<file path="src/hdl/rrc_ram.sv">
// Generic RAM: one write port, two read ports with registered read data.
module rrc_ram #(
  parameter int unsigned WIDTH = 24,
  parameter int unsigned DEPTH = 16
) (
  input  logic                     clk_i,
  input  logic                     we_i,
  input  logic [$clog2(DEPTH)-1:0] waddr_i,
  input  logic [WIDTH-1:0]         wdata_i,
  input  logic [$clog2(DEPTH)-1:0] raddr_a_i,
  input  logic [$clog2(DEPTH)-1:0] raddr_b_i,
  output logic [WIDTH-1:0]         rdata_a_o,
  output logic [WIDTH-1:0]         rdata_b_o
);

  logic [WIDTH-1:0] mem_q [DEPTH];

  always_ff @(posedge clk_i) begin
    if (we_i) begin
      mem_q[waddr_i] <= wdata_i;
    end
    rdata_a_o <= mem_q[raddr_a_i];
    rdata_b_o <= mem_q[raddr_b_i];
  end

endmodule

</file>
<file path="config.mk">
export PLATFORM = sky130hd
export DESIGN_NAME = rrc_ram
export DESIGN_NICKNAME = d
export VERILOG_FILES = /design/src/hdl/rrc_ram.sv
export SDC_FILE = /design/constraint.sdc
export NUM_CORES = 1
export LEC_CHECK = 0
export BUFFER_PORTS_ARGS = -buffer_cell sky130_fd_sc_hd__buf_2
export CELL_PAD_IN_SITES_DETAIL_PLACEMENT = 1
export CELL_PAD_IN_SITES_GLOBAL_PLACEMENT = 1
export CORE_ASPECT_RATIO = 0.8
export CORE_MARGIN = 2
export CORE_UTILIZATION = 25
export CTS_CLUSTER_SIZE = 8
export DETAILED_ROUTE_END_ITERATION = 7
export PLACE_DENSITY = 0.52
export SYNTH_ARGS = -nofsm -noshare
export SYNTH_HDL_FRONTEND = slang
export SYNTH_SLANG_ARGS = --single-unit
</file>
<file path="constraint.sdc">
create_clock -name clk_i -period 3.84 [get_ports clk_i]
set_input_delay 0.384 -clock clk_i [delete_from_list [all_inputs] [get_ports clk_i]]
set_output_delay 0.384 -clock clk_i [all_outputs]
set_load 0.02 [all_outputs]
</file>
Word level (Yosys, flattened, before mapping)
Memory sizes are Yosys's and may differ from the RTL's. A register that Yosys moved wholly into a read port is not among the register bits.
Cells that the tools add are included.
Widths: inputs -> output; s select.
{"block": "totals", "regBits": 0, "mem_bits_rw": 384, "input_bits": 38, "out_inout_bits": 48, "word_cells": 3, "mem_count": 1}
{"block": "op_classes", "mux": 2}
{"name": "mem_q", "words": 16, "word_bits": 24, "rd": 2, "rd_clocked_by_memory_dff": 2, "write_ports": 1, "line": "16", "text": "logic [WIDTH-1:0] mem_q [DEPTH];"}
{"cell": "$mux 1", "n": 2}

Longest topological paths before layout
{"block": "logic_depth", "word_depth": 2, "depth_mapped": 6, "mapped_depth_nobuf": 3}

Worst setup path after synthesis
OpenSTA, ideal clock, no wires.
{"block": "synth_timing", "path_type": "input to register", "from": "in waddr_i[2]", "to": "mem mem_q[0][0] (enable)", "setup_ns": 0.435, "arrival_ns": 2.566, "required_time_ns": 3.405, "path_slack_ns": 0.839, "cell_stages": 2, "path_buffers": 0, "path_cell_list": "or3b_2 > nor3_1"}
{"element": "start: declaration", "line": "8", "text": "input logic [$clog2(DEPTH)-1:0] waddr_i,"}
{"element": "end: declaration", "line": "16"}
Straight into the memory's write port.

Worst setup path in the final report
{"block": "layout_timing", "from": "in waddr_i[2]", "to": "mem mem_q[2][17] (enable)"}
Straight into the memory's write port.

==> metrics.txt <==
result of the run=finished clean; post-detailed-route count of antenna-violating nets=0; library cell occupying the most area in the post-synthesis netlist=edfxtp_1; transition time at the pin with the least slew margin=1190 ps; global route total overflow=0; via count of the first global-routing pass=10400; crit path launch type=primary input; clock tree buffer depth=3; post-detailed-routing wire length=52700 um; Die W=306 um; class of the worst hold path=in -> reg; Gates resized, CTS repair=0; die footprint=75100 um^2; power per standard cell area=514 nW/um^2; Initial DRT Pass Iterations=5; most common cell after layout, fill and taps aside=edfxtp_1; initial antenna violation count=3; clock-pin slew on the worst setup and hold paths=50 ps; biggest area contributors in the synthesized netlist=edfxtp_1, mux4_2, dfxtp_1; VDD IR-drop max=0.292 mV; TritonCTS clock tree=built; final-report setup violation count=0; number of antenna cells inserted=0; top library cells by usage in the layout, fill and taps aside=edfxtp_1, mux4_2, a22oi_1; post-synthesis compound-gate area fraction=3.96%; largest net degree at the start of global routing=40; Layout Cells excl Fill=1972; critical path start-end classification=in -> reg; Yosys Warn Count=0; Yosys top cell area share=63.3%; Placed Cells incl. Taps=1858; fin crit share=45.4%; post-synthesis average cell area=21.1 um^2; P&R area growth vs syn=19.1%; FILL cells=7214; effective utilization at floorplan=25.3%; DR DRC count=0; First DRT Iteration DRCs=928; dominant combinational cell family by area after synthesis=multiplexers; worst clock skew=25.6 ps; Max transition margin=20.7%; element type at the critical path end=flip-flop; worst hold margin=158 ps; TritonCTS buffer count=60; adder-cell area share of the yosys netlist=0%; placer congestion estimate=0.706; distinct cell type count after synthesis=16; depth of the CTS H-tree=2; root buffer cell=clkbuf_16; fin area=21700 um^2; Total Negative Setup Slacks=0 ps; critical-path maximum fanout=24; post-DP HPWL=30000 um; total of flip-flops plus latches after synthesis=432; Setup Fix Bufs, Post-CTS=0; arrival time reported for the critical path endpoint=1960 ps; share of synthesized cell area in and, or, nand and nor gates=1.84%; Max-cap violations=0; # rows=88; routed wirelength normalized by instance count=26.7 um; post-layout net count=1013; sequential-to-total area share from yosys stat=68.6%; total placed instance area=20000 um^2; area of the core=72100 um^2; fmax=0.574 GHz; worst endpoint required time=4060 ps; unrepaired setup endpoints after global routing=false; count of hold-fix buffers inserted at cts=0; Net Count, Synth=903; share of the core filled with cells=30.1%; number of placed I/O pins=86; wire length of the first global-routing pass=76500 um; detail-routed via count per cell=4.85; total via count after detailed routing=9570; area share of xor/xnor cells in the synthesized design=0%; post-synthesis cell count=865; post-synthesis cell area=18200 um^2; layout cell share with drive strength beyond 1=38.3%; die height=245 um; Port Buf Inserts=85; minimum clock period after layout=1740 ps; total global-route track usage=14.2%; # clock sinks=432; leakage=6.92 nW; number of hold-slack violations in the final timing report=0; Pins Over Slew Limit=0; Skew-Pair Late Insertion Delay=620 ps; share of synthesized area spent on multiplexers=23.7%
metrics by stage:
step | worst slack (ps) | power, mW
4_1_cts | 2100 | 11.3
5_1_grt | 1940 | 11.6
3_3_place_gp | 1420 | 6.30
6_report | 2100 | 11.2
2_1_floorplan | 839 | 5.93
3_5_place_dp | 1450 | 6.31
where the power goes:
| group | switching, mW | internal [mW] |
|---|---|---|
| Combinational | 0.517 | 0.350 |
| Clock | 2.00 | 2.96 |
| Sequential | 0.0645 | 5.27 |
| Total | 2.58 | 8.58 |
worst max-delay path, stage by stage:
cell,delay (ps)
buf_2,110
or3b_2,600
nor2_4,840
worst paths after layout:
check | startpoint | endpoint | slack, ps | cells past startpoint
setup / recovery | waddr_i[2] | mem_q[2][17] | 2100 | 3
hold / removal | wdata_i[6] | mem_q[15][6] | 160 | 1
setup reg to reg | mem_q[3][20] | rdata_a_o[20] | 2420 | 3
hold reg to reg | mem_q[15][12] | rdata_b_o[12] | 690 | 3
cell type report:
class                      instances  area [um^2]  share of cell area, %
clock buffer                     111         1710                   7.90
clock inverter                     3         26.3                  0.121
multi-input combinational        367         5540                   25.5
sequential                       432        12500                   57.6
tap                              945         1180                   5.45
timing repair buffer             114          748                   3.45
state kept, by name, indices dropped and copies added, names as in the netlist:
| name | flops |
|---|---|
| rdata_a_o | 24 |
| rdata_b_o | 24 |
| mem_q | 384 |
synth_stat cells:
cell type    n
a22oi_1     96
and2_1       2
buf_2       21
buf_6       10
clkbuf_1    35
dfxtp_1     48
edfxtp_1   384
mux4_2     192
nand2_1     49
nand2b_1     2
nand3_1      1
nand3b_1     2
nor2_1      14
nor2b_1      4
nor3_1       4
or3b_2       1
routing by layer:
layer | GRT usage (%) | share of wire [%] | up-vias
met3 | 2.83 | 6.2 | 70
li1 | - | - | 3991
met5 | 0 | 0 | -
met1 | 20.8 | 47 | 5239
met4 | 3.64 | 1.7 | 0
met2 | 21.5 | 45 | 270
kinds of logic (layout without fill, tap and decap cells):
group | after synthesis | count (layout)
AOI/OAI and AO/OA | 96 | 96
buffers and inverters | 66 | 228
DFF | 432 | 432
muxes | 192 | 192
and+or+nand+nor | 79 | 79
No activity file was read; power rests on OpenSTA's default activity.
